<file path="config.mk">
export PLATFORM = sky130hd
export DESIGN_NAME = humidity_temp_frame_decoder
export DESIGN_NICKNAME = d
export VERILOG_FILES = /design/src/htfd_pkg.sv /design/src/humidity_temp_frame_decoder.sv /design/src/htfd_div65535.sv
export SDC_FILE = /design/constraint.sdc
export NUM_CORES = 1
export LEC_CHECK = 0
export ABC_AREA = 0
export BUFFER_PORTS_ARGS = -buffer_cell sky130_fd_sc_hd__clkbuf_2
export CORE_ASPECT_RATIO = 1.75
export CORE_MARGIN = 3
export CORE_UTILIZATION = 35
export DETAILED_ROUTE_END_ITERATION = 6
export PLACE_DENSITY = 0.57
export SYNTH_ARGS = -nofsm -noshare
export SYNTH_HDL_FRONTEND = slang
export SYNTH_HIERARCHICAL = 1
export SYNTH_SLANG_ARGS = --single-unit
export TNS_END_PERCENT = 100
</file>
<file path="constraint.sdc">
create_clock -name aclk -period 13.8 [get_ports aclk]
set_clock_uncertainty 0.2 [all_clocks]
set_input_delay 2.76 -clock aclk [delete_from_list [all_inputs] [get_ports aclk]]
set_output_delay 2.76 -clock aclk [all_outputs]
set_load 0.02 [all_outputs]
</file>
<file path="src/htfd_pkg.sv">
// Shared types, constants and the CRC-8 byte function for the reply frame decoder.
package htfd_pkg;

    localparam logic [7:0] CRC_INIT = 8'hFF;
    localparam logic [7:0] CRC_POLY = 8'h31;

    // Scaling factors and offset for the centi-unit conversions.
    localparam int TEMP_SCALE  = 17500;
    localparam int HUM_SCALE   = 10000;
    localparam int TEMP_OFFSET = 4500;

    localparam int TEMP_PROD_W = 31;
    localparam int HUM_PROD_W  = 30;

    typedef enum logic [2:0] {
        POS_TEMP_MSB = 3'd0,
        POS_TEMP_LSB = 3'd1,
        POS_TEMP_CRC = 3'd2,
        POS_HUM_MSB  = 3'd3,
        POS_HUM_LSB  = 3'd4,
        POS_HUM_CRC  = 3'd5
    } byte_pos_t;

    typedef enum logic [1:0] {
        STATUS_OK       = 2'd0,
        STATUS_TEMP_BAD = 2'd1,
        STATUS_HUM_BAD  = 2'd2
    } check_status_t;

    // CRC-8, MSB first, one whole byte per call.
    function automatic logic [7:0] crc8_byte(input logic [7:0] crc, input logic [7:0] data);
        logic [7:0] c;
        c = crc ^ data;
        for (int k = 0; k < 8; k++) begin
            if (c[7]) begin
                c = {c[6:0], 1'b0} ^ CRC_POLY;
            end else begin
                c = {c[6:0], 1'b0};
            end
        end
        return c;
    endfunction

endpackage

</file>
<file path="src/humidity_temp_frame_decoder.sv">
// Top level of the six-byte humidity and temperature reply decoder.
// Throughput: one byte per cycle; the input register, the product register and
// the output register each advance whenever the stage behind them is free.
// Reset (aresetn low, synchronous) empties all stages, sets the byte position
// to zero, the CRC accumulator to 0xFF and clears the assembled words.
module humidity_temp_frame_decoder import htfd_pkg::*; (
    input  logic        aclk,
    input  logic        aresetn,
    input  logic        s_tvalid,
    output logic        s_tready,
    input  logic [7:0]  s_tdata,  // [7:0] reply_byte
    input  logic        s_tuser,  // [0] frame_begin
    output logic        m_tvalid,
    input  logic        m_tready,
    // [14:0] temperature_centi, [28:15] humidity_centi, [44:29] raw_temperature,
    // [60:45] raw_humidity, [62:61] check_status, [63] zero
    output logic [63:0] m_tdata
);

    // Input register
    logic       a_valid_reg;
    logic [7:0] a_byte_reg;
    logic       a_begin_reg;

    // Frame state
    byte_pos_t  pos_reg, pos_next;
    logic [7:0] crc_reg, crc_next;
    logic [15:0] temp_word_reg, temp_word_next;
    logic [7:0] hum_high_reg, hum_high_next;
    logic [15:0] hum_word_reg, hum_word_next;
    logic       temp_bad_reg, temp_bad_next;

    // Product register
    logic                    b_valid_reg, b_valid_next;
    logic [TEMP_PROD_W-1:0]  b_prod_t_reg;
    logic [HUM_PROD_W-1:0]   b_prod_h_reg;
    logic [15:0]             b_raw_t_reg;
    logic [15:0]             b_raw_h_reg;
    check_status_t           b_status_reg, status_next;

    // Output register
    logic                     m_valid_reg;
    logic [63:0]              m_data_reg;

    logic out_en, b_en, a_en;
    byte_pos_t pos_cur;
    logic [TEMP_PROD_W-17:0] t_quot;
    logic [HUM_PROD_W-17:0]  h_quot;
    logic [14:0]             t_centi;

    assign out_en   = !m_valid_reg || m_tready;
    assign b_en     = !b_valid_reg || out_en;
    assign a_en     = !a_valid_reg || b_en;
    assign s_tready = a_en;
    assign m_tvalid = m_valid_reg;
    assign m_tdata  = m_data_reg;

    always_ff @(posedge aclk) begin
        if (!aresetn) begin
            a_valid_reg <= 1'b0;
        end else if (a_en) begin
            a_valid_reg <= s_tvalid;
        end
        if (a_en) begin
            a_byte_reg  <= s_tdata;
            a_begin_reg <= s_tuser;
        end
    end

    always_comb begin
        pos_cur        = a_begin_reg ? POS_TEMP_MSB : pos_reg;
        pos_next       = pos_reg;
        crc_next       = crc_reg;
        temp_word_next = temp_word_reg;
        hum_high_next  = hum_high_reg;
        hum_word_next  = hum_word_reg;
        temp_bad_next  = temp_bad_reg;
        b_valid_next   = 1'b0;
        status_next    = STATUS_OK;
        unique case (pos_cur)
            POS_TEMP_MSB: begin
                temp_word_next = {a_byte_reg, 8'h00};
                crc_next       = crc8_byte(CRC_INIT, a_byte_reg);
                pos_next       = POS_TEMP_LSB;
            end
            POS_TEMP_LSB: begin
                temp_word_next = {temp_word_reg[15:8], a_byte_reg};
                crc_next       = crc8_byte(crc_reg, a_byte_reg);
                pos_next       = POS_TEMP_CRC;
            end
            POS_TEMP_CRC: begin
                temp_bad_next = (crc_reg != a_byte_reg);
                crc_next      = CRC_INIT;
                pos_next      = POS_HUM_MSB;
            end
            POS_HUM_MSB: begin
                hum_high_next = a_byte_reg;
                crc_next      = crc8_byte(CRC_INIT, a_byte_reg);
                pos_next      = POS_HUM_LSB;
            end
            POS_HUM_LSB: begin
                hum_word_next = {hum_high_reg, a_byte_reg};
                crc_next      = crc8_byte(crc_reg, a_byte_reg);
                pos_next      = POS_HUM_CRC;
            end
            POS_HUM_CRC: begin
                // Temperature takes precedence when both checks fail.
                if (temp_bad_reg) begin
                    status_next = STATUS_TEMP_BAD;
                end else if (crc_reg != a_byte_reg) begin
                    status_next = STATUS_HUM_BAD;
                end else begin
                    status_next = STATUS_OK;
                end
                b_valid_next = 1'b1;
                crc_next     = CRC_INIT;
                pos_next     = POS_TEMP_MSB;
            end
            default: begin
                pos_next = POS_TEMP_MSB;
            end
        endcase
    end

    always_ff @(posedge aclk) begin
        if (!aresetn) begin
            pos_reg       <= POS_TEMP_MSB;
            crc_reg       <= CRC_INIT;
            temp_word_reg <= 16'd0;
            hum_high_reg  <= 8'd0;
            hum_word_reg  <= 16'd0;
            temp_bad_reg  <= 1'b0;
        end else if (a_valid_reg && b_en) begin
            pos_reg       <= pos_next;
            crc_reg       <= crc_next;
            temp_word_reg <= temp_word_next;
            hum_high_reg  <= hum_high_next;
            hum_word_reg  <= hum_word_next;
            temp_bad_reg  <= temp_bad_next;
        end
    end

    always_ff @(posedge aclk) begin
        if (!aresetn) begin
            b_valid_reg <= 1'b0;
        end else if (b_en) begin
            b_valid_reg <= a_valid_reg && b_valid_next;
        end
        if (b_en) begin
            b_prod_t_reg <= TEMP_PROD_W'(temp_word_reg * TEMP_PROD_W'(TEMP_SCALE));
            b_prod_h_reg <= HUM_PROD_W'(hum_word_reg * HUM_PROD_W'(HUM_SCALE));
            b_raw_t_reg  <= temp_word_reg;
            b_raw_h_reg  <= hum_word_reg;
            b_status_reg <= status_next;
        end
    end

    htfd_div65535 #(.PROD_W(TEMP_PROD_W)) u_div_temp (
        .prod (b_prod_t_reg),
        .quot (t_quot)
    );

    htfd_div65535 #(.PROD_W(HUM_PROD_W)) u_div_hum (
        .prod (b_prod_h_reg),
        .quot (h_quot)
    );

    assign t_centi = t_quot - 15'(TEMP_OFFSET);

    always_ff @(posedge aclk) begin
        if (!aresetn) begin
            m_valid_reg <= 1'b0;
        end else if (out_en) begin
            m_valid_reg <= b_valid_reg;
        end
        if (out_en) begin
            m_data_reg <= {1'b0, b_status_reg, b_raw_h_reg, b_raw_t_reg, h_quot, t_centi};
        end
    end

endmodule

</file>
<file path="src/htfd_div65535.sv">
// Floor division of a registered product by 65535 using a shift and one correction step.
module htfd_div65535 import htfd_pkg::*; #(
    parameter int PROD_W = TEMP_PROD_W
) (
    input  logic [PROD_W-1:0]  prod,
    output logic [PROD_W-17:0] quot
);

    localparam int Q_W = PROD_W - 16;

    logic [Q_W-1:0] q0;
    logic [16:0]    rem;

    // The remainder against 65535 is the low half plus the high half; it stays
    // below twice the divisor, so a single compare settles the quotient.
    assign q0   = prod[PROD_W-1:16];
    assign rem  = {1'b0, prod[15:0]} + {{(17-Q_W){1'b0}}, q0};
    assign quot = (rem >= 17'd65535) ? q0 + {{(Q_W-1){1'b0}}, 1'b1} : q0;

endmodule

</file>
After elaboration in Yosys (flattened, before gate mapping):

Index checks and enable logic that the tools add are counted.

* bitwise operators: 34
* mux-type cells: 67
* reductions and logical operators: 19
* multipliers: 2
* add/subtract/negate cells: 5
* eq/ne operators: 6
* order comparisons: 2

Operators with widths (number)
* 2-to-1 mux 8 bit: 28
* 2-to-1 mux 6 bit: 30
* NOT 3 bit: 30
* case mux 8 bit (5 select lines): 1
* >= comparator 17 x 16 -> 1 bit (second input constant): 2
* case mux 16 bit (2 select lines): 1
* multiplier 16 x 13 -> 29 bit (second input constant): 1
* multiplier 16 x 10 -> 26 bit (second input constant): 1
* adder 16 x 14 -> 17 bit: 1
* adder 16 x 15 -> 17 bit: 1
* adder 15 x 1 -> 15 bit (second input constant): 1
* 2-to-1 mux 15 bit: 1
* case mux 3 bit (5 select lines): 1
* subtractor 15 x 13 -> 15 bit (second input constant): 1
* adder 14 x 1 -> 14 bit (second input constant): 1
* 2-to-1 mux 14 bit: 1
* AND reduction 2 bit: 5
* != test 8 bit: 1
* NOT 8 bit: 1
* XOR 8 bit: 1
* == test 3 x 2 -> 1 bit (second input constant): 2
* == test 3 bit (second input constant): 2
* nonzero test 5 bit: 1
* OR reduction 2 bit: 2
* other kinds (11): 18

* word-level logic and storage cells: 154
* bits in registers: 216
* output and inout port bits: 66

Longest topological paths before layout:

* word-level depth: 25
* depth in mapped cells: 21
* mapped depth without buffers: 20

Hierarchy:

The synthesis kept the hierarchy.

Modules (own cells, without submodules)
* humidity_temp_frame_decoder: instances 1, cells each 1221, area an instance 13782.0 sq um, sequential area each 5785.5 sq um
* htfd_div65535 at u_div_temp: instances 1, cells each 166, area an instance 1201.2 sq um, sequential area each 0.0 sq um
* htfd_div65535 at u_div_hum: instances 1, cells each 144, area an instance 1101.1 sq um, sequential area each 0.0 sq um

Worst setup path after synthesis:

Ideal clock, no wire load.

* kind: input to output
* start point: input m_tready
* end point: output s_tready
* cell stages on the path: 2
* buffers on the path: 0
* required time: 10840 ps
* arrival: 3379 ps
* setup slack: 7461 ps
* cells stage by stage: nor2b_1 -> nand3_1

* longest elaborated chain between the ends: 3

RTL lines
* start: declaration: line humidity_temp_frame_decoder.sv:14 `input logic m_tready,`
* logical OR 1 bit: line humidity_temp_frame_decoder.sv:51 `assign out_en = !m_valid_reg || m_tready;`
* logical OR 1 bit: line humidity_temp_frame_decoder.sv:52 `assign b_en = !b_valid_reg || out_en;`
* logical OR 1 bit: line humidity_temp_frame_decoder.sv:53 `assign a_en = !a_valid_reg || b_en;`
* end: declaration: line humidity_temp_frame_decoder.sv:10 `output logic s_tready,`

No other way between the ends.

Worst setup path after layout:

Ends and elaborated chain as after synthesis.

==> results <==
- The count of mapped cells out of synthesis is 1531.
- The run finished with clean final reports.
- The synthesized design contains between 150 and 200 enable-type register cells.
- After the first detailed-routing iteration, the DRC count stood at 424.
- The share of async-settable or async-resettable flops after synthesis is 0.
- The initial core utilization is 0.356.
- The post-synthesis instance area is between 15000 and 20000 sq um.
- The worst setup path is captured at an output pin.
- The number of placed instances, taps included is 2154.
- The final layout contains routed wiring with a total length of 35200 microns.
- The final period demand of the worst path is 6.85 ns.
- The area of all sequential standard cells is between 5000 and 6000 sq um.
- The share of total power dissipated in sequential elements is 0.465.
- The aggregate negative setup slack is 0 ns.
- The number of hold buffers added after CTS was 0.
- The ratio of routed vias to standard cells is about 5.0.
- The detailed-router iteration count before antenna repair is 5.
- The sequential cell area fraction in the yosys report is 0.360.
- The via count of the first global-routing pass is about 12000.
- The completed layout was analyzed and its total power is ~1.6 mW.
- The type of the setup path with the least slack is in -> out.
- The overall via count from detail_route is 10900.
- The number of warnings reported in the yosys synthesis log is 6.
- The diode insertion count for antenna repair is 0.
- The number of distinct library cell variants in the gate-level netlist after synthesis is slightly above 90.
- The final weighted congestion of routability-driven global placement is between 0.8 and 0.9.
- The pin count of the biggest net entering global routing is 71.
- The worst setup path is launched from an input pin.
- The source of the worst register-to-register timing path is temp_word_reg[9]$_SDFFE_PN0P_.
- At the pin with the least slew margin, the transition time is slightly below 1 ns.
- The die span in x is 168 microns.
- The clock group share of total power is 0.395.
- The leakage power is approximately 8.6 nW.
- For the worst flop-to-flop path, the logic depth is 17.
- The required time at the endpoint of the critical path is 10.84 ns.
- The normalized max-slew margin is 0.347.
- The endpoint identified for the worst register-to-register timing path is b_prod_t_reg[29]$_DFFE_PN_.
- The global-route congestion overflow total is 0.
- The placed instances occupy a cell area of ~17000 sq um.
- Clock latency on the worst-skew pair, taken at its later pin, is between 0.5 and 0.6 ns.
- The number of buffer cells added on primary ports is 77.
- The top cell types in the final layout, fill and taps aside, are 234 x sky130_fd_sc_hd__inv_1, 200 x sky130_fd_sc_hd__ha_1, 156 x sky130_fd_sc_hd__edfxtp_1.
- The post-CTS setup-driven buffer insertion count is 0.
- The number of levels in the clock H-tree is 1.
- The end point of the critical path is s_tready.
- Along the worst path, the maximum fanout reaches 11.
- The switching power summed over all nets is ~0.42 mW.
- The final non-filler cell area is 17800 sq um.
- Setup repair after global routing left no endpoint under its margin.
- Across every metal layer, demand over resource in global routing totals 0.146.
- The beginning of the critical path is m_tready.
- The data arrival time at the worst-slack endpoint is ~4 ns.
- The synthesized area per cell is roughly 11 sq um.
- The die is ~290 microns tall.
- The cell chosen for the clock root is sky130_fd_sc_hd__clkbuf_16.
- The ratio of final minimum period to clock period is 0.497.
- The DRC violation count after routing is 0.
- The number of inserted filler cells in the final layout is 4378.
- Measured on the finished design, the core utilization comes to 0.394.
- The clock-pin slew on the worst setup and hold paths is approximately 0.070 ns.
- The library cell used most frequently in the layout, excluding fill and tap cells, is sky130_fd_sc_hd__inv_1.
- The estimated wirelength of the detail-placed design is around 27000 microns.
- The floorplan step defined a die boundary enclosing a little under 50000 sq um.
- The worst hold slack is about 0.21 ns.
- The share of total power in combinational logic is 0.140.
- The average wire length per cell after detail routing is approximately 16 microns.
- In the synthesized netlist the dominant register cell turns out to be sky130_fd_sc_hd__edfxtp_1.
- In the post-route analysis, the smallest setup slack over all paths is between 6 and 7 ns.
- The switching share of power is 0.265.
- The first global-routing pass estimated roughly 58000 microns of wire.
- The tool flagged a number of max-cap violations equal to 0.
- The final cell count without fillers is roughly 2200.
- In this run the register-to-register setup slack is between 8 and 9 ns.
- The area growth from synthesis to layout is 10.7%.
- The floorplan step defined a core boundary enclosing roughly 45000 sq um.
- The worst hold path belongs to the class reg -> reg.
- The total of cells resized after clock tree synthesis is 0.
- The largest voltage drop on the vdd net is 0.0709 mV.
- TritonCTS built the clock tree.
- The internal power of the cells totals approximately 1.2 mW.
- The share of cells above drive strength 1 is 0.100.
- The number of buffers on the longest clock path is 3.
- The top-level I/O count is 79.
- The number of buffers inserted during clock tree synthesis is 22.
- Based on the critical path, the design can be clocked at up to 146 MHz.
- The final-report max-slew violation count was 0.
- Setup violations remaining at the end of the flow were counted as 0.
- The final-stage net count is about 1900.
- The total number of placement rows is between 100 and 150.
- The number of clock sinks is 211.
- The detail route stage leaves a number of antenna-violating nets equal to 0.
- In this run, synthesis produced a sequential element count of 211.
- The ratio of total power to cell area is around 90 nW/um^2.
- The initial antenna violation count was 0.
- The flip-flop count of the largest register, all copies and words added is 63.
- OpenSTA, run right after detailed placement, puts the worst setup slack at about 7 ns.
- The total area of multi-input combinational cells is 9220 sq um.
- The number of failing hold endpoints at the final stage is 0.
==> layout make-up <==
cell class | count | area share
Clock inverter | 12 | 0.00724
Clock buffer | 28 | 0.0363
Timing Repair Buffer | 81 | 0.0233
Multi-Input combinational cell | 1050 | 0.518
Tap cell | 577 | 0.0406
Inverter | 235 | 0.0495
Sequential cell | 211 | 0.325
==> cell families (layout without fill, tap and decap cells) <==
group,Yosys count,after routing,share of synthesized area
simple gates,337,337,0.105
compound gates,298,298,0.135
fa+ha+maj,282,282,0.258
buf+inv,278,356,0.0692
flops,211,211,0.360
xor+xnor,109,109,0.0644
mux,15,15,0.00949
other cells,1,9,0.000233
==> worst min path at each step <==
| stage | cells past startpoint | from | slack, ns | end |
|---|---|---|---|---|
| after global placement | 0 | b_raw_h_reg[12]$_DFFE_PN_ | 0.21 | m_tdata[57]$_DFFE_PP_ |
| after detailed placement | 0 | b_raw_h_reg[11]$_DFFE_PN_ | 0.20 | m_tdata[56]$_DFFE_PP_ |
| after floorplan | 0 | b_raw_t_reg[1]$_DFFE_PN_ | 0.20 | m_tdata[30]$_DFFE_PP_ |
| after CTS | 0 | b_raw_t_reg[3]$_DFFE_PN_ | 0.21 | m_tdata[32]$_DFFE_PP_ |
| final | 0 | b_raw_t_reg[3]$_DFFE_PN_ | 0.21 | m_tdata[32]$_DFFE_PP_ |
| after global routing | 0 | b_raw_h_reg[11]$_DFFE_PN_ | 0.23 | m_tdata[56]$_DFFE_PP_ |
==> cell usage after synthesis, drive strengths merged, types with 7 or more instances <==
cell / count / area [sq um]
nand2: 106 / 398
nand3: 39 / 225
clkbuf: 23 / 88.8
xnor2: 79 / 714
xor2: 29 / 299
nor3: 25 / 130
o211ai: 15 / 123
a21oi: 64 / 343
a31oi: 8 / 50.1
mux2i: 13 / 130
a21boi: 39 / 293
buf: 20 / 141
a211oi: 11 / 97.6
edfxtp: 156 / 4680
a211o: 7 / 61.3
a21o: 28 / 210
nand4: 13 / 87.6
nand2b: 16 / 100
o21ai: 57 / 297
inv: 235 / 882
and3: 20 / 125
ha: 200 / 2500
o21a: 8 / 60.1
o2111ai: 11 / 96.3
o311ai: 7 / 61.3
nor2b: 21 / 131
nor2: 63 / 236
fa: 82 / 1640
and2: 8 / 50.1
dfxtp: 55 / 1100
==> critical path, cell delays in order <==
cell and delay, ns:
sky130_fd_sc_hd__clkbuf_2 0.08, sky130_fd_sc_hd__nor2b_1 0.32, sky130_fd_sc_hd__nand3_1 0.44, sky130_fd_sc_hd__clkbuf_2 0.29
==> layer usage <==
metal  up-vias  GRT usage  part of all wire
li1       5458          -                 -
met1      5221      0.163              0.40
met2       169      0.280              0.53
met3        73     0.0151             0.029
met4         0     0.0631             0.043
met5         -          0                 0
==> power by group through the flow <==
stage | clock, mW | combinational [mW] | sequential, mW
after global routing | 0.676 | 0.254 | 0.745
after CTS | 0.656 | 0.225 | 0.743
final | 0.630 | 0.223 | 0.742
after detailed placement | 0 | 0.223 | 0.757
after floorplan | 0 | 0.164 | 0.756
after global placement | 0 | 0.220 | 0.757
No activity file was read; power rests on OpenSTA's default activity.
